**config.mk**
```make
export PLATFORM = sky130hd
export DESIGN_NAME = wlf_fifo
export DESIGN_NICKNAME = d
export VERILOG_FILES = /design/src/rtl/core/wlf_fifo.sv
export SDC_FILE = /design/constraint.sdc
export NUM_CORES = 1
export LEC_CHECK = 0
export ABC_AREA = 1
export BUFFER_PORTS_ARGS = -buffer_cell sky130_fd_sc_hd__buf_2
export CAP_MARGIN = 20
export CORE_MARGIN = 2
export CORE_UTILIZATION = 55
export DETAILED_ROUTE_END_ITERATION = 8
export PLACE_DENSITY = 0.76
export SETUP_SLACK_MARGIN = 0.15
export SLEW_MARGIN = 40
export SYNTH_ARGS = -nofsm -noshare
export SYNTH_HDL_FRONTEND = slang
export SYNTH_SLANG_ARGS = --single-unit
```
**constraint.sdc**
```tcl
create_clock -name clk -period 7.8 [get_ports clk]
set_clock_uncertainty 0.2 [all_clocks]
set_input_delay 0.39 -clock clk [delete_from_list [all_inputs] [get_ports clk]]
set_output_delay 0.39 -clock clk [all_outputs]
set_load 0.005 [all_outputs]
```
**src/rtl/core/wlf_fifo.sv**
```systemverilog
// ----------------------------------------------------------------------------
// wlf_fifo: small register queue
// Decouples point classification from the arithmetic back end.
// ----------------------------------------------------------------------------
module wlf_fifo #(
  parameter int WIDTH = 98,
  parameter int DEPTH = 4
) (
  input  logic             clk,
  input  logic             rst_n,
  input  logic             push,
  input  logic [WIDTH-1:0] push_data,
  input  logic             pop,
  output logic [WIDTH-1:0] pop_data,
  output logic             empty,
  output logic             full
);

  localparam int PW = (DEPTH > 1) ? $clog2(DEPTH) : 1;
  localparam int CW = $clog2(DEPTH + 1);

  logic [WIDTH-1:0] mem_r [DEPTH];
  logic [PW-1:0]    wr_ptr_r, rd_ptr_r;
  logic [CW-1:0]    cnt_r;
  logic             do_push, do_pop;

  assign empty    = (cnt_r == '0);
  assign full     = (cnt_r == CW'(DEPTH));
  assign do_push  = push && !full;
  assign do_pop   = pop && !empty;
  assign pop_data = mem_r[rd_ptr_r];

  always_ff @(posedge clk) begin
    if (do_push) begin
      mem_r[wr_ptr_r] <= push_data;
    end
    if (!rst_n) begin
      wr_ptr_r <= '0;
      rd_ptr_r <= '0;
      cnt_r    <= '0;
    end else begin
      if (do_push) begin
        wr_ptr_r <= (wr_ptr_r == PW'(DEPTH - 1)) ? '0 : wr_ptr_r + PW'(1);
      end
      if (do_pop) begin
        rd_ptr_r <= (rd_ptr_r == PW'(DEPTH - 1)) ? '0 : rd_ptr_r + PW'(1);
      end
      if (do_push && !do_pop) begin
        cnt_r <= cnt_r + CW'(1);
      end else if (do_pop && !do_push) begin
        cnt_r <= cnt_r - CW'(1);
      end
    end
  end

endmodule

```
==> impl_summary.txt, run 1 <==
----------------------------------------------------
[Clock network]
  Clock transition at the registers of the reported paths ... 0.06 ns
  Clock latency of the later-clocked register in the worst-skew pair ... 0.51 ns
  Number of resized instances in the post-cts repair step ... 0
  Clock tree sinks ... between 400 and 500
  H-tree Lvls ... 2
  Buffer count from post-CTS setup fixing ... 0
  Root buf cell ... clkbuf_16
  CTS tree ... built
  Number of hold buffers added after cts ... 100
  CTS Buf Count ... 40
  Max Buffers Root-to-Sink ... 3

[Placed design]
  Total of buffers placed on input and output ports ... 201
  Post-placement worst setup slack ... 4.64 ns
  Cell area after placement ... roughly 0.016 mm²
  Final GP Congestion ... 0.771
  Cell Count Post-Placement ... 1512
  Half-perimeter wire length of the detailed placement result ... roughly 18000 µm

[Die]
  Initial standard-cell utilization of the core ... 0.559
  Vertical die dimension ... 169 µm
  Standard-cell row count ... 60
  Floorplan Core Area ... 0.0269 mm²
  Count of boundary I/O pins ... between 200 and 250
  Chip width ... 169 µm
  Total die area ... 0.0286 mm²

[STA]
  Slew margin rel. ... 0.443
  Minimum clock period ... 3.69 ns
  Highest clock frequency the design can meet ... 271 MHz
  RSZ-0062 raised after global routing ... no
  Final period utilization ... 0.473
  Total count of max-transition violations in the final report ... 0
  Finish-stage setup viols ... 0
  Post-route worst setup slack ... 4.11 ns
  Setup Total Neg Slack ... 0 ns
  Measured slew at the worst slew-check pin ... 0.834 ns
  Fin. Hold Viols ... 0

[GRT]
  Global-route track usage on met2 ... 0.373
  Global-route total usage across every layer ... 0.225
  Pin count of the biggest net entering global routing ... 109
  Met1 Use GR ... 0.312
  Remaining global-route overflow ... 0
  Initial antenna violation count ... 2
  Met3 track demand over resource in global routing ... 0.0389
  Wire length of the first global-routing pass ... 49700 µm
  Grt peak-use layer ... met2
  Via count of the first global-routing pass ... 9263

[Run status]
  Run status ... completed

[Critical path]
  Peak fanout along the critical path ... 99
  Path type of the worst setup path ... flop to primary output
  CP Data Required Time ... approximately 7.2 ns
  R2R Path End ... mem_r[1][45]
  FF-to-FF path depth ... 6
  Element type at the critical path end ... primary output
  Crit start category ... flop
  Startpoint of the lowest-slack register-to-register path ... cnt_r[1]
  Worst Path Arrival ... 3.10 ns
  Reg-to-reg setup timing slack ... 4.98 ns

[Layout]
  Finished Cell Area ... 0.0186 mm²
  Layout cell share with drive strength beyond 1 ... 0.202
  Count of filler cells inserted in the layout ... between 1.5k and 2k
  Final cell count without fillers ... 1682
  Nets ... 1423
  Layout area overhead ... 23.6%

[Yosys]
  Synth Warn # ... 0
  Netlist area before placement ... 0.0150 mm²
  Net count after synthesis ... 1129
  Syn Inst Count ... 1020
  Distinct cell type count after synthesis ... 22
  Cell taking the most area after synthesis ... edfxtp_1
  Area share of the leading cell type in the synthesized netlist ... 0.784
  Proportion of synthesized chip area in sequential cells ... 0.796
  Leading post-synthesis cells by cell area ... edfxtp_1 (78%), nor2_1 (5.3%), o21ai_0 (5.0%)
  Number of synthesized register bits ... 401
  Mean Syn Cell Area ... 14.7 µm²

[Pwr]
  Final Total Pwr ... 0.00607 W
  Static Leak ... 6.59 nW
  Largest vdd supply drop ... 0.000210 V
  Power density cells ... around 330 mW/mm²

[Hold path]
  Start point of the worst hold path ... push
  Class of the tightest hold or removal check ... input port to flop
  Hold Crit Endpoint ... wr_ptr_r[0]
  Worst hold path depth ... 3

[Routing]
  Routed wire length ... between 30000 and 40000 µm
  First-iteration detailed-routing DRC count ... 1074
  Router iterations before antenna repair ... 4
  DRC viols ... 0
  Detail Route Antenna Nets ... 0
  Total via count in the routed design ... between 9k and 10k
  Routed length per placed instance ... 19.5 µm
  Via density per instance ... 5.63

[Job]
  Max-cap violations ... 0

----------------------------------------------------
## worst max path at each step
stage | start | endpoint | slack, ns | depth (start not counted)
after floorplan | cnt_r[1] | mem_r[0][0] | 2.28 | 4
after global placement | flop | pop_data[88] | 4.45 | 5
after detailed placement | flop | pop_data[20] | 4.64 | 5
after CTS | flop | pop_data[20] | 4.07 | 5
after global routing | flop | pop_data[20] | 3.97 | 6
final | flop | pop_data[20] | 4.11 | 6
## cell usage in the layout (no fill, tap or decap), types with 3 or more instances in the layout
master / n
a21oi_1: 3
buf_12: 3
buf_2: 201
buf_4: 4
buf_6: 6
bufinv_16: 5
clkbuf_1: 10
clkbuf_16: 41
clkinv_1: 11
dfxtp_1: 7
dlygate4sd3_1: 100
edfxtp_1: 392
ha_1: 6
inv_1: 17
nand2_1: 15
nor2_1: 207
nor2_4: 4
o21ai_0: 151
o21ai_1: 47
o22ai_1: 98
## critical path: stages, from the launching register on
cell and delay [ns]:
dfxtp_4 0.46, buf_12 0.23, inv_6 0.52, buf_6 0.60, o21ai_0 0.21, o22ai_1 0.29, buf_2 0.18
## logic make-up after synthesis
kind of cell,Yosys count,synth area share
compound gates,299,0.108
buf+inv,83,0.0317
flops,401,0.796
simple gates,230,0.0581
fa+ha+maj,7,0.00633
## cell usage after synthesis
| cell type | instances |
|---|---|
| inv_2 | 1 |
| nand3_1 | 2 |
| inv_6 | 1 |
| a21oi_1 | 3 |
| o22ai_1 | 98 |
| buf_6 | 15 |
| clkbuf_1 | 34 |
| ha_1 | 6 |
| inv_1 | 17 |
| clkbuf_2 | 2 |
| buf_4 | 5 |
| nor2_1 | 211 |
| o21ai_0 | 151 |
| fa_1 | 1 |
| buf_2 | 7 |
| nand2_1 | 15 |
| buf_12 | 1 |
| nand4_1 | 1 |
| edfxtp_1 | 392 |
| nand3b_1 | 1 |
| dfxtp_1 | 9 |
| o21ai_1 | 47 |
## registers in the layout, indices dropped and copies added, names as in the netlist, named ones only
register,count
rd_ptr_r,2
cnt_r,3
mem_r,392
wr_ptr_r,2
## layout make-up
cell class	count	area [µm²]	area share
flip-flops and latches	401	12000	0.644
clock inverters	17	196	0.0106
well taps	341	427	0.0230
diodes	1	2.50	0.000135
multi-input cells	536	2620	0.141
repair buffers	316	2220	0.120
inverters	19	76.3	0.00411
clock buffers	51	1060	0.0573
## per-layer routing
metal,up-vias,wire [µm],share of wire
li1,4412,-,-
met1,4624,13900,0.42
met2,377,15900,0.49
met3,54,2260,0.069
met4,2,680,0.021
met5,-,13,0.00040
## per-stage QoR
| step | util | hold slack (ns) |
|---|---|---|
| global placement | 0.601 | 0.295 |
| floorplan | - | 0.280 |
| CTS | 0.690 | 0.0311 |
| global route | 0.691 | 0.0758 |
| finish | 0.691 | 0.0430 |
| detailed placement | 0.606 | 0.306 |
## power breakdown
part	leakage (nW)	internal, W	switching (W)	total (W)
Sequential	3.67	0.00263	0.0000819	0.00271
Combinational	2.32	0.000549	0.000961	0.00151
Clock	0.609	0.00112	0.000734	0.00185
Total	6.59	0.00430	0.00178	0.00607
Note: power is estimated with default switching activity, not from simulation.
==> inputs of run 2 (changes only) <==
- ABC_AREA: 1 -> 0
- clock period: 7.8 -> 3.42 ns (I/O delays scaled with it)
==> run 2 against run 1 <==
Net effect: first-iteration DRC count fell by 35%; critical path depth up 2; sequential cell count is the same; area after synthesis shrank 2.8%; non-clock buffer count unchanged.
==> impl_summary.txt, run 2 <==
----------------------------------------------------
[Routing]
  Via density per instance ... 5.62 (was 5.63)
  Routed wire length ... 28500 µm (was 32800 µm)
  Total via count in the routed design ... 7107 (was 9469)
  Routed length per placed instance ... 22.6 µm (was 19.5 µm)
  Detail Route Antenna Nets ... 0 (unchanged)
  First-iteration detailed-routing DRC count ... 696 (was 1074)
  Router iterations before antenna repair ... 4 (unchanged)
  DRC viols ... 0 (unchanged)

[Critical path]
  Startpoint of the lowest-slack register-to-register path ... cnt_r[0] (was cnt_r[1])
  Crit start category ... flop (unchanged)
  Path type of the worst setup path ... flop to flop (was flop to primary output)
  Worst Path Arrival ... 2.96 ns (was 3.10 ns)
  CP Data Required Time ... 3.65 ns (was 7.21 ns)
  Count of buffering cells on the critical path with inverters included ... 1 (was 4)
  Element type at the critical path end ... flop (was primary output)
  Slowest cell on the critical path ... nor2b_1 (was buf_6)
  Cells along the critical path ... nor3b_1 -> nor2b_1 -> ha_1 -> inv_1 -> fa_1 -> xor2_1 -> or3_1 -> a21boi_0 (was buf_12 -> inv_6 -> buf_6 -> o21ai_0 -> o22ai_1 -> buf_2)
  Family with the most delay on the worst path ... simple AND/OR/NAND/NOR gates (was buffers and inverters)
  Peak fanout along the critical path ... 7 (was 99)
  Critical Path Max Stage Delay ... 0.48 ns (was 0.60 ns)
  Worst setup path start ... cnt_r[0]

[GRT]
  Remaining global-route overflow ... 0 (unchanged)
  Wire length of the first global-routing pass ... 43600 µm (was 49700 µm)
  Global-route total usage across every layer ... 0.205 (was 0.225)
  Initial antenna violation count ... 0 (was 2)
  Pin count of the biggest net entering global routing ... 60 (was 109)
  Via count of the first global-routing pass ... 7646 (was 9263)

[Placed design]
  Cell area after placement ... 0.0161 mm² (was 0.0163 mm²)
  Total of buffers placed on input and output ports ... 201 (unchanged)
  Half-perimeter wire length of the detailed placement result ... 16300 µm (was 18300 µm)
  Post-placement worst setup slack ... 0.702 ns (was 4.64 ns)
  Final GP Congestion ... 0.747 (was 0.771)

[Yosys]
  Number of enable-type register cells in the synthesized netlist ... 392 (unchanged)
  Synth Warn # ... 0 (unchanged)
  Leading post-synthesis cells by cell area ... edfxtp_1 (81%), mux4_2 (15%), dfxtp_1 (1.2%) (was edfxtp_1 (78%), nor2_1 (5.3%), o21ai_0 (5.0%))
  Leading post-synthesis cells by instance count ... edfxtp_1 (392), mux4_2 (98), buf_2 (11) (was edfxtp_1 (392), nor2_1 (211), o21ai_0 (151))
  Synth async-reset ratio ... 0 (unchanged)
  Net count after synthesis ... 672 (was 1129)
  Proportion of synthesized chip area in sequential cells ... 0.819 (was 0.796)
  Most used flip-flop cell after synthesis ... edfxtp_1 (unchanged)
  Cell taking the most area after synthesis ... edfxtp_1 (unchanged)
  Area share of the leading cell type in the synthesized netlist ... 0.807 (was 0.784)
  Netlist area before placement ... 0.0146 mm² (was 0.0150 mm²)
  Dominant cell by count in the synthesized netlist ... edfxtp_1 (unchanged)
  Mean Syn Cell Area ... 25.9 µm² (was 14.7 µm²)
  Distinct cell type count after synthesis ... 24 (was 22)
  Syn Inst Count ... 563 (was 1020)
  Number of synthesized register bits ... 401 (unchanged)

[Die]
  Vertical die dimension ... 167 µm (was 169 µm)
  Initial standard-cell utilization of the core ... 0.560 (was 0.559)
  Chip width ... 167 µm (was 169 µm)
  Count of boundary I/O pins ... 202 (unchanged)
  Standard-cell row count ... 59 (was 60)
  Floorplan Core Area ... 0.0261 mm² (was 0.0269 mm²)
  Total die area ... 0.0278 mm² (was 0.0286 mm²)

[STA]
  RSZ-0062 raised after global routing ... no (unchanged)
  Slew margin rel. ... 0.502 (was 0.443)
  Measured slew at the worst slew-check pin ... 0.746 ns (was 0.834 ns)
  Post-route worst setup slack ... 0.686 ns (was 4.11 ns)
  Final period utilization ... 0.800
  Finish-stage setup viols ... 0 (unchanged)
  Highest clock frequency the design can meet ... 366 MHz
  Minimum clock period ... 2.73 ns
  Setup Total Neg Slack ... 0 ns (unchanged)
  Fin. Hold Viols ... 0 (unchanged)
  Total count of max-transition violations in the final report ... 0 (unchanged)

[Pwr]
  Power density cells ... 727 mW/mm² (was 327 mW/mm²)
  Static Leak ... 6.32 nW (was 6.59 nW)
  Largest vdd supply drop ... 0.000683 V (was 0.000210 V)
  Final Total Pwr ... 0.0135 W (was 0.00607 W)

[Layout]
  Largest registers in the final layout ... mem_r (392), cnt_r (3) (unchanged)
  Count of filler cells inserted in the layout ... 1540 (was 1804)
  Commonest cells after routing, fill and taps aside ... edfxtp_1 (392), buf_2 (201), dlygate4sd3_1 (101) (was edfxtp_1 (392), nor2_1 (207), buf_2 (201))
  # diodes ... 0 (was 1)
  Finished Cell Area ... 0.0185 mm² (was 0.0186 mm²)
  Layout area overhead ... 26.9% (was 23.6%)
  Number of flip-flops under the largest register name ... 392 (unchanged)
  Layout cell share with drive strength beyond 1 ... 0.407 (was 0.202)
  Leading cell type in the layout, fill and taps excluded ... edfxtp_1 (unchanged)
  Top reg by flops ... mem_r (unchanged)
  Nets ... 1007 (was 1423)

[Clock network]
  CTS tree ... built (unchanged)
  Clock transition at the registers of the reported paths ... 0.06 ns (about the same)
  Number of resized instances in the post-cts repair step ... 0 (unchanged)
  Clock latency of the later-clocked register in the worst-skew pair ... 0.52 ns (was 0.51 ns)
  H-tree Lvls ... 2 (unchanged)
  Number of hold buffers added after cts ... 101 (was 100)
  Buffer count from post-CTS setup fixing ... 0 (unchanged)
  CTS Buf Count ... 41 (was 40)
  Root buf cell ... clkbuf_16 (unchanged)
  Clock tree sinks ... 401 (unchanged)
  Max Buffers Root-to-Sink ... 3 (unchanged)

[Run status]
  Run status ... completed (unchanged)

[Job]
  Max-cap violations ... 0 (unchanged)

[Hold path]
  Start point of the worst hold path ... push_data[24] (was push)
  Class of the tightest hold or removal check ... input port to flop (unchanged)

----------------------------------------------------
run 2: cell count changes after synthesis, sizes merged, moves of 3 or more:
cell    delta
mux4      +98
nor2     -209
o21ai    -195
and2       +5
mux2i      +3
nand2      -9
a21oi      -3
buf       -13
o22ai     -98
inv       -16
clkbuf    -27
run 2: power breakdown:
part / internal (W) / switching (W)
clock: 0.00283 / 0.00177
combinational: 0.00141 / 0.00128
sequential: 0.00598 / 0.000184
run 2: worst reg2reg max path, delay by kind of cell (launching register included):
kind,cells,cell delay (ns)
AO/OA/AOI/OAI,1,0.22
AND/OR/NAND/NOR,3,0.89
XOR/XNOR,1,0.16
flip-flops,1,0.44
buffers and inverters,1,0.07
adder cells (fa/ha/maj),2,0.66
run 2: cells by family (layout without fill, tap and decap cells):
group,count (synthesis),count (layout),synth area share
AO/OA/AOI/OAI,5,5,0.00206
XOR/XNOR,2,2,0.00120
adder cells (fa/ha/maj),7,7,0.00652
buffers and inverters,27,393,0.0107
flip-flops,401,401,0.819
multiplexers,101,101,0.153
AND/OR/NAND/NOR,20,20,0.00703
run 2: final timing paths:
path / to / slack, ns / cells past startpoint
setup / recovery: cnt_r[2] / 0.69 / 8
hold / removal: mem_r[2][24] / 0.20 / 2
setup reg to reg: cnt_r[2] / 0.69 / 8
hold reg to reg: flop / 0.32 / 2
run 2: final cells by class:
class / count / area, µm² / area share
inverter: 3 / 11.3 / 0.000608
clock buffer: 50 / 1100 / 0.0596
sequential: 401 / 12000 / 0.646
tap: 335 / 419 / 0.0226
clock inverter: 24 / 302 / 0.0163
multi-input combinational: 135 / 2490 / 0.135
timing repair buffer: 316 / 2220 / 0.120
run 2: per-layer routing:
layer / global-route usage / wire length [µm] / up-vias
li1: - / - / 3094
met3: 0.0449 / 1940 / 46
met2: 0.348 / 14700 / 273
met1: 0.271 / 11200 / 3694
met4: 0.0633 / 638 / 0
met5: 0 / 0 / -
run 2: stage by stage:
| step | instances | utilization | hold slack (ns) |
|---|---|---|---|
| 4_1_cts | 1264 | 0.710 | 0.176 |
| 3_5_place_dp | 1089 | 0.618 | 0.187 |
| 6_report | 1264 | 0.710 | 0.200 |
| 3_3_place_gp | 1089 | 0.618 | 0.182 |
| 2_1_floorplan | 563 | - | 0.0699 |
| 5_1_grt | 1264 | 0.710 | 0.197 |
