**config.mk**
```make
export PLATFORM = sky130hd
export DESIGN_NAME = wlf_front
export DESIGN_NICKNAME = d
export VERILOG_FILES = /design/src/rtl/core/wlf_pkg.sv /design/src/rtl/core/wlf_front.sv
export SDC_FILE = /design/constraint.sdc
export NUM_CORES = 1
export LEC_CHECK = 0
export ABC_AREA = 0
export BUFFER_PORTS_ARGS = -buffer_cell sky130_fd_sc_hd__buf_2
export CAP_MARGIN = 10
export CORE_AREA = 4 4 79 81
export CTS_CLUSTER_DIAMETER = 80
export CTS_CLUSTER_SIZE = 14
export DETAILED_ROUTE_END_ITERATION = 12
export DIE_AREA = 0 0 83 85
export PLACE_DENSITY = 0.69
export SYNTH_ARGS = -nofsm -noshare
export SYNTH_HDL_FRONTEND = slang
export SYNTH_SLANG_ARGS = --single-unit
```
**constraint.sdc**
```tcl
create_clock -name clk -period 1.7 [get_ports clk]
set_input_delay 0.17 -clock clk [delete_from_list [all_inputs] [get_ports clk]]
set_output_delay 0.17 -clock clk [all_outputs]
set_load 0.01 [all_outputs]
```
**src/rtl/core/wlf_pkg.sv**
```systemverilog
// ----------------------------------------------------------------------------
// wlf_pkg: shared types and codes for the weighted line fit core
// Payload structs for both channels, the queued point command and status codes.
// ----------------------------------------------------------------------------
package wlf_pkg;

  typedef struct packed {
    logic signed [31:0] x_value;
    logic signed [31:0] y_value;
    logic        [31:0] x_error;
    logic               last_point;
  } in_item_t;

  typedef struct packed {
    logic signed [31:0] intercept;
    logic signed [31:0] slope;
    logic        [31:0] intercept_error;
    logic        [31:0] slope_error;
    logic        [2:0]  fit_status;
  } out_item_t;

  // point as handed from the front to the back
  typedef struct packed {
    logic [31:0] x;
    logic [31:0] y;
    logic [31:0] e;
    logic        ok;    // point is to be accumulated
    logic        last;
  } cmd_t;

  localparam int QUEUE_DEPTH = 4;

  localparam logic [2:0] ST_OK       = 3'd0;
  localparam logic [2:0] ST_ZERO_DET = 3'd1;
  localparam logic [2:0] ST_VAR_ICPT = 3'd2;
  localparam logic [2:0] ST_VAR_SLP  = 3'd3;
  localparam logic [2:0] ST_BAD      = 3'd4;

endpackage

```
**src/rtl/core/wlf_front.sv**
```systemverilog
// ----------------------------------------------------------------------------
// wlf_front: point intake
// Accepts points, flags zero errors and overlong runs, tracks the run length.
// ----------------------------------------------------------------------------
module wlf_front import wlf_pkg::*; #(
  parameter int MAX_POINTS = 256
) (
  input  logic     clk,
  input  logic     rst_n,
  input  logic     in_valid,
  output logic     in_ready,
  input  in_item_t in_data,
  input  logic     q_full,
  output logic     q_push,
  output cmd_t     q_cmd
);

  localparam int CW = $clog2(MAX_POINTS + 1);

  logic [CW-1:0] count_r, count_nxt;
  logic          ok;

  assign in_ready = !q_full;
  assign q_push   = in_valid && !q_full;
  assign ok       = (count_r < CW'(MAX_POINTS)) && (in_data.x_error != '0);

  assign q_cmd.x    = in_data.x_value;
  assign q_cmd.y    = in_data.y_value;
  assign q_cmd.e    = in_data.x_error;
  assign q_cmd.ok   = ok;
  assign q_cmd.last = in_data.last_point;

  always_comb begin
    count_nxt = count_r;
    if (q_push) begin
      if (in_data.last_point) begin
        count_nxt = '0;
      end else if (ok) begin
        count_nxt = count_r + CW'(1);
      end
    end
  end

  always_ff @(posedge clk) begin
    if (!rst_n) begin
      count_r <= '0;
    end else begin
      count_r <= count_nxt;
    end
  end

endmodule

```
==> reports/metrics.cfg, run 1 <==
[synth]
synth_top_area_share=0.554
synthTopCellsByCount=buf_4 (99), nor4_1 (11), dfxtp_1 (9), nand2_1 (7)
synth_compound_area_frac=0.0848
synth_top_family_by_area=buffers and inverters
yosys-top-cells-area=buf_4 (55%), dfxtp_1 (13%), nor4_1 (5.1%)
synthAdderAreaFrac=0.00932
async_flop_share=0
yosysMostFrequentCell=buf_4
avgSynthCellArea_um2=7.63
synthXorXnorAreaFrac=0
ys_seq_elements=9
syn_nets=278
synth_cells=176
yosysTopAreaCell=buf_4
yosys.area_share.simple=0.176
synthMuxAreaShare=0.0224
synth_edf_count=0
ys_types=30
synth_area_mm2=0.00134
ys_warn_count=0
yosysSeqAreaShare=0.134
synth_flop_cell=dfxtp_1

[detailed_routing]
vias=995
drt_iter0_drc=55
antenna_left=0
routed-wl-met3_um=459
drc_errors=0
viasPerCell=4.44
wl_per_cell_um=14.7
wl_met1_um=1130
wl_met2_um=1690
routed_wl_um=3300
drtPass1Iterations=4
top_layer_used=met4

[clock_tree]
cts_resized=0
clock_latency_ps=240
cts_hold_buffers=0
cts_buffer_depth=2
cts-root-buf=clkbuf_8
clk_pin_slew_ps=50
cts_tree=built
cts_buffers=3
cts_max_level=1
postCtsSetupRepairBufs=0
cts_sinks=9

[setup_path]
endpoint=q_cmd[1]
endpoint_kind=primary output
reg2reg_slack_ps=360
critPathKind=input pin to primary output
rr_endpoint=count_r[6]$_SDFFE_PN0P_
crit_arrival_ps=1350
worstRegToRegCells=5
required_ps=1530
cp_max_fo=10
critPathLaunch=in_data[26]
critical_path.startpoint_type=input pin
r2r-start=count_r[0]$_SDFFE_PN0P_

[floorplan]
initial_core_util=0.245
core_area_mm2=0.00547
rows=27
die_w_um=83
ios=201
fp.dieArea_mm2=0.00706
die-height_um=85

[placed_design]
place_area_mm2=0.00105
hpwl_um=2830
gp_congestion=0.787
pre_cts_ws_ps=-42.3
portBuffers=72

[pwr]
p_leak_nw=0.521
seqPwrFrac=0.346
p_sw_uw=181
switching_share=0.292
intPower_uw=439
comb_power_share=0.238
p_clk_frac=0.416
power.total_uw=620
power_density_mw_per_mm2=566
worst_ir_drop_vdd_mv=0.167

[sta]
tightest_slew_ps=415
rsz0062_at_grt=no
skew_ps=3.65
fmax_mhz=658
fin_ws_ps=181
hold_viol_final=0
setup_viol=0
maxSlewHeadroom=0.723
fin_crit_sh=0.893
period_minus_slack_ps=1520
tns_ps=0
drv_slew=0

[layout]
syn_to_final_growth_pct=-18.4
design_area_mm2=0.00110
largest_reg_flops=9
fin_nets=255
diodes=0
reg_top3=count_r x9
final_core_util=0.200
fillers=631
drive_above_1_share=0.513
top_register=count_r

[global_routing]
grt_first_pass_wirelength_um=4640
overflow=0
antenna_found_initial=0
grt_pass1_vias=931
grt_max_degree=18
track_usage=0.0823

[min_path]
hold_path.class=input pin to register

[run_status]
outcome=finished, final reports clean

[run]
max_cap_violations=0

stage by stage:
stage          std cells  hold WS (ps)
2_1_floorplan        176           289
3_3_place_gp         220           340
3_5_place_dp         220           340
4_1_cts              224           203
5_1_grt              224           212
6_report             224           208
power groups by stage:
stage                     Combinational [mW]  Clock [mW]  Sequential, mW
after floorplan                        0.257           0           0.219
after CTS                              0.150       0.269           0.214
after detailed placement               0.150           0           0.219
after global placement                 0.148           0           0.219
after global routing                   0.162       0.284           0.215
final                                  0.147       0.258           0.215
placed cells by master (no fill, tap or decap), types with 3 or more instances in the layout:
cell       n
a21oi_1    3
buf_2     72
clkbuf_8   3
dfxtp_1    9
inv_1      5
mux2i_1    3
nand2_1    7
nand3_1    4
nand4_1    3
nor2_1     5
nor4_1    11
per-layer routing:
metal  track usage  vias up
met1        0.0811      457
met4        0.0178        0
li1              -      451
met3        0.0456        5
met2         0.152       82
met5             0        -
worst min-delay path by stage:
stage,cells after the start,start,to
5_1_grt,3,rst_n,count_r[8]$_SDFFE_PN0P_
6_report,3,rst_n,count_r[8]$_SDFFE_PN0P_
3_5_place_dp,0,in_data[39],q_cmd[40]
4_1_cts,3,rst_n,count_r[8]$_SDFFE_PN0P_
2_1_floorplan,2,rst_n,count_r[8]$_SDFFE_PN0P_
3_3_place_gp,0,in_data[39],q_cmd[40]
cells by family (layout without fill, tap and decap cells):
| logic type | Yosys count | count (layout) |
|---|---|---|
| flip-flops | 9 | 9 |
| multiplexers | 3 | 3 |
| buffers and inverters | 106 | 82 |
| adder cells (fa/ha/maj) | 1 | 1 |
| AO/OA/AOI/OAI | 15 | 15 |
| AND/OR/NAND/NOR | 42 | 42 |
worst max-delay path, cell delays in order:
cell and delay [ps]:
buf_2 100, nor4_1 340, and4_1 270, a21oi_2 130, buf_4 190, buf_2 140
cell type report:
cell class	instances	area [um2]	area share
clock buffer	3	41.3	0.0377
clock inverter	1	5.00	0.00457
inverter	5	18.8	0.0171
multi-input combinational	61	393	0.358
sequential	9	180	0.164
tap	72	90.1	0.0822
timing repair buffer	73	368	0.336
Note: power is estimated with default switching activity, not from simulation.
==> inputs of run 2 (changes only) <==
--- a/config.mk
+++ b/config.mk
@@ -13,6 +13,7 @@
 export CTS_CLUSTER_SIZE = 14
 export DETAILED_ROUTE_END_ITERATION = 12
 export DIE_AREA = 0 0 83 85
+export GPL_TIMING_DRIVEN = 0
 export PLACE_DENSITY = 0.69
 export SYNTH_ARGS = -nofsm -noshare
 export SYNTH_HDL_FRONTEND = slang
==> run 2 against run 1 <==
  * Hold slack about the same
  * Combinational power increased to 2.9 times the previous value
  * Largest cell class is now buffers
  * Register-to-register slack about the same
  * Highest routed layer is now met3
  * Sequential power about the same
==> reports/metrics.cfg, run 2 (same netlist as run 1, synthesis figures left out) <==
[setup_path]
path_cells=buf_2 -> nor4_1 -> and4_1 -> a21oi_2 -> buf_4 -> buf_4 -> buf_2
crit_arrival_ps=1410  ; +60 ps
critical_path.startpoint_type=input pin
endpoint_kind=primary output
max_stage_delay_ps=300  ; -40 ps
required_ps=1530  ; about the same
cp_max_fo=10  ; unchanged
critical_path.top_delay_family=simple AND/OR/NAND/NOR gates
worst-path-buf-inv=4  ; +1
slowest_stage=nor4_1
critPathKind=input pin to primary output

[sta]
tightest_slew_ps=436  ; +21.3 ps
setup_viol=0  ; unchanged
fmax_mhz=633  ; -3.8%
fin_ws_ps=121  ; -60.2 ps
skew_ps=1.15  ; -2.50 ps
tns_ps=0  ; unchanged
fin_crit_sh=0.929  ; +0.0354
finalHoldWorstSlack_ps=209  ; +0.489 ps
hold_viol_final=0  ; unchanged
period_minus_slack_ps=1580  ; +60.2 ps
maxSlewHeadroom=0.709  ; -0.0142
rsz0062_at_grt=no
drv_slew=0  ; unchanged

[global_routing]
grt_first_pass_wirelength_um=6720  ; +45%
track_usage=0.110  ; +0.0275
antenna_found_initial=0  ; unchanged
grt_max_degree=11  ; -7
overflow=0  ; unchanged
grt_pass1_vias=1563  ; +68%

[run]
max_cap_violations=0  ; unchanged

[placed_design]
portBuffers=136  ; +89%
gp_congestion=0.795  ; +1.1%
pre_cts_ws_ps=74.6  ; +117 ps
dp_cells=384  ; +75%
hpwl_um=3980  ; +41%

[layout]
reg_top3=count_r x9
top_register=count_r
syn_to_final_growth_pct=60.9
drive_above_1_share=0.759  ; +0.246
final_cell_mix=buf_2 (136), buf_4 (99), nor4_1 (11), dfxtp_1 (9), nand2_1 (7)
final_common_cell=buf_2
diodes=0  ; unchanged
final_cells=388  ; +73%
largest_reg_flops=9  ; unchanged
fin_nets=419  ; +64%

[clock_tree]
cts_tree=built
clock_latency_ps=230  ; about the same
cts_buffer_depth=2  ; unchanged
postCtsSetupRepairBufs=0  ; unchanged
cts_max_level=1  ; unchanged
cts_sinks=9  ; unchanged
cts_resized=0  ; unchanged
cts-root-buf=clkbuf_8
clk_pin_slew_ps=50  ; about the same
cts_buffers=3  ; unchanged
cts_hold_buffers=0  ; unchanged

[pwr]
p_leak_nw=1.25  ; +140%
power_density_mw_per_mm2=417  ; -26%
power.total_uw=901  ; +45%
worst_ir_drop_vdd_mv=0.276  ; +66%

[floorplan]
rows=27  ; unchanged
initial_core_util=0.245  ; unchanged
core_area_mm2=0.00547  ; unchanged
die-height_um=85  ; unchanged
die_w_um=83  ; unchanged
fp.dieArea_mm2=0.00706  ; unchanged
ios=201  ; unchanged

[detailed_routing]
wl_per_cell_um=11.3  ; -23%
routed_wl_um=4400  ; +33%
drtPass1Iterations=4  ; unchanged
drc_errors=0  ; unchanged
drt_iter0_drc=69  ; +25%
vias=1583  ; +59%
antenna_left=0  ; unchanged
viasPerCell=4.08  ; -8.2%

[min_path]
hold_path.class=input pin to register

[run_status]
outcome=finished, final reports clean

==> run 2: final cells by class <==
class | count | area (um2)
inverters | 5 | 18.8
clock buffers | 3 | 41.3
clock inverters | 1 | 5.00
repair buffers | 136 | 681
fillers | 581 | 3310
flip-flops and latches | 9 | 180
plain buffers | 101 | 751
well taps | 72 | 90.1
multi-input cells | 61 | 393
==> run 2: report_power, final <==
| part | leakage [nW] | switching, mW | internal, mW |
|---|---|---|---|
| logic | 1.15 | 0.177 | 0.255 |
| registers | 0.0726 | 0.00192 | 0.213 |
| clock network | 0.0255 | 0.0933 | 0.160 |
| total | 1.25 | 0.272 | 0.629 |
==> run 2: path summary, 6_finish.rpt <==
check	from	slack, ps	endpoint	cells after the start
max	in_data[7]	120	q_cmd[1]	7
min	rst_n	210	count_r[8]$_SDFFE_PN0P_	3
max reg2reg	count_r[0]$_SDFFE_PN0P_	350	count_r[6]$_SDFFE_PN0P_	5
min reg2reg	count_r[7]$_SDFFE_PN0P_	490	count_r[7]$_SDFFE_PN0P_	2
==> run 2: stage by stage <==
stage               utilization  cell area (um2)
CTS                       0.395             2160
global route              0.395             2160
finish                    0.395             2160
floorplan                     -             1340
detailed placement        0.386             2110
global placement          0.386             2110
==> run 2: tightest hold or removal path, delay by kind of cell <==
| family | cells | cell delay, ps |
|---|---|---|
| and+or+nand+nor | 2 | 100 |
| buffers and inverters | 1 | 130 |
==> run 2: routing by layer <==
| metal | vias to the layer above | global-route usage | routed length (um) |
|---|---|---|---|
| met4 | 0 | 0.00446 | 0 |
| met5 | - | 0 | 0 |
| met2 | 110 | 0.220 | 2430 |
| li1 | 781 | - | - |
| met3 | 0 | 0.0515 | 611 |
| met1 | 692 | 0.107 | 1350 |
==> inputs of run 3 (changes only) <==
--- a/config.mk
+++ b/config.mk
@@ -8,13 +8,14 @@
 export ABC_AREA = 0
 export BUFFER_PORTS_ARGS = -buffer_cell sky130_fd_sc_hd__buf_2
 export CAP_MARGIN = 10
-export CORE_AREA = 4 4 79 81
+export CORE_AREA = 2 2 85 71
 export CTS_CLUSTER_DIAMETER = 80
 export CTS_CLUSTER_SIZE = 14
 export DETAILED_ROUTE_END_ITERATION = 12
-export DIE_AREA = 0 0 83 85
+export DIE_AREA = 0 0 87 73
 export GPL_TIMING_DRIVEN = 0
-export PLACE_DENSITY = 0.69
+export PLACE_DENSITY = 0.7
+export RECOVER_POWER = 25
 export SYNTH_ARGS = -nofsm -noshare
 export SYNTH_HDL_FRONTEND = slang
 export SYNTH_SLANG_ARGS = --single-unit
==> run 3 against run 2 <==
  * Sequential share of layout area rose by 0.11 points
  * Sequential power barely moved
  * Count of clock-buffer cells in the layout rose by 1
  * First-iteration DRC count rose by 48%
  * Fmax rose by 1.1%
  * Register-to-register slack improved by 40 ps
==> reports/metrics.cfg, run 3 (same netlist as run 1, synthesis figures left out) <==
[run_status]
outcome=finished, final reports clean

[floorplan]
rows=25  ; -7.4%
fp.dieArea_mm2=0.00635  ; -10%
die_w_um=87  ; +4.8%
die-height_um=73  ; -14%
ios=201  ; unchanged
core_area_mm2=0.00560  ; +2.3%
initial_core_util=0.240  ; -0.00554

[clock_tree]
cts_tree=built
cts_sinks=9  ; unchanged
clock_latency_ps=240  ; about the same
cts-root-buf=clkbuf_8
cts_buffers=3  ; unchanged
clk_pin_slew_ps=40  ; about the same
cts_buffer_depth=2  ; unchanged
cts_max_level=1  ; unchanged
postCtsSetupRepairBufs=0  ; unchanged

[detailed_routing]
wl_per_cell_um=10.4  ; -8.6%
drtPass1Iterations=4  ; unchanged
routed_wl_um=3970  ; -9.8%
antenna_left=0  ; unchanged
drc_errors=0  ; unchanged
vias=1555  ; -1.8%
viasPerCell=4.06  ; -0.49%
drt_iter0_drc=102  ; +48%

[sta]
tns_ps=0  ; unchanged
maxSlewHeadroom=0.704  ; -0.00565
finalHoldWorstSlack_ps=207  ; -1.62 ps
period_minus_slack_ps=1560  ; -17.1 ps
skew_ps=7.30  ; +6.15 ps
fmax_mhz=640  ; +1.1%
tightest_slew_ps=445  ; +8.47 ps
fin_crit_sh=0.919  ; -0.0101
setup_viol=0  ; unchanged
hold_viol_final=0  ; unchanged
fin_ws_ps=138  ; +17.1 ps
rsz0062_at_grt=no
drv_slew=0  ; unchanged

[global_routing]
grt_pass1_vias=1282  ; -18%
overflow=0  ; unchanged
antenna_found_initial=0  ; unchanged
grt_max_degree=11  ; unchanged
track_usage=0.108  ; -0.00175
grt_first_pass_wirelength_um=5510  ; -18%

[setup_path]
critPathKind=input pin to primary output
reg2reg_slack_ps=390  ; +40 ps
required_ps=1530  ; about the same
cp_max_fo=10  ; unchanged
crit_arrival_ps=1390  ; -20 ps
critical_path.startpoint_type=input pin
endpoint_kind=primary output

[layout]
syn_to_final_growth_pct=58.7
diodes=0  ; unchanged
design_area_mm2=0.00213  ; -1.3%
final_common_cell=buf_2
fillers=598  ; +2.9%
drive_above_1_share=0.677  ; -0.0823
final_core_util=0.381  ; -0.0140
largest_reg_flops=9  ; unchanged
top_register=count_r
reg_top3=count_r x9
final_cell_mix=buf_2 (109), buf_4 (99), clkbuf_1 (30), nor4_1 (9), dfxtp_1 (9)
fin_nets=419  ; unchanged
register_area_um2=180  ; unchanged
multi_input_area_um2=405  ; +3.2%

[min_path]
hold_path.class=input pin to register

[placed_design]
gp_congestion=0.817  ; +2.7%
portBuffers=136  ; unchanged
place_area_mm2=0.00211  ; -0.30%
hpwl_um=3450  ; -13%
pre_cts_ws_ps=44.4  ; -30.2 ps

[pwr]
p_leak_nw=1.17  ; -6.1%
power_density_mw_per_mm2=418  ; +0.34%
worst_ir_drop_vdd_mv=0.185  ; -33%

[run]
max_cap_violations=0  ; unchanged

## run 3: cell types whose count changed in the layout (fill, tap and decap cells not counted)
cell,before,now
clkbuf_1,2,30
nor4_2,0,2
buf_2,136,109
clkinv_2,1,0
nor4_1,11,9
## run 3: layer usage
layer | wire [um] | global-route usage | up-vias | part of all wire
met5 | 0 | 0 | - | 0
met4 | 31 | 0.0260 | 0 | 0.0078
met3 | 388 | 0.0351 | 4 | 0.098
met2 | 2110 | 0.201 | 91 | 0.53
met1 | 1430 | 0.118 | 681 | 0.36
li1 | - | - | 779 | -
## run 3: metrics by stage
| stage | power [mW] | cells |
|---|---|---|
| floorplan | 0.475 | 176 |
| global placement | 0.643 | 379 |
| detailed placement | 0.648 | 379 |
| CTS | 0.907 | 383 |
| global route | 0.945 | 383 |
| finish | 0.892 | 383 |
## run 3: power breakdown
group | internal [mW] | switching (mW)
Combinational | 0.247 | 0.175
Clock | 0.164 | 0.0912
Sequential | 0.213 | 0.00180
Total | 0.624 | 0.268
## run 3: worst max-delay path, stage by stage
cell	delay [ps]
buf_2	110
nor4_1	310
and4_1	260
a21oi_2	90
buf_4	180
buf_4	130
buf_2	130
## run 3: what timing repair did
action,4_1_cts,5_1_grt
hold buffers,0,0
resized for setup,0,2
endpoints found under the setup margin,0,1
## run 3: path summary, 6_finish.rpt
check,from,endpoint,depth (start not counted)
max,in_data[6],q_cmd[1],7
min,rst_n,count_r[8]$_SDFFE_PN0P_,3
max reg2reg,count_r[2]$_SDFFE_PN0P_,count_r[5]$_SDFFE_PN0P_,5
min reg2reg,count_r[7]$_SDFFE_PN0P_,count_r[7]$_SDFFE_PN0P_,2
## run 3: cell type report
| class | instances | area share |
|---|---|---|
| Buffer | 101 | 0.352 |
| Clock buffer | 4 | 0.0211 |
| Inverter | 5 | 0.00881 |
| Multi-Input combinational cell | 61 | 0.190 |
| Sequential cell | 9 | 0.0846 |
| Tap cell | 67 | 0.0393 |
| Timing Repair Buffer | 136 | 0.304 |
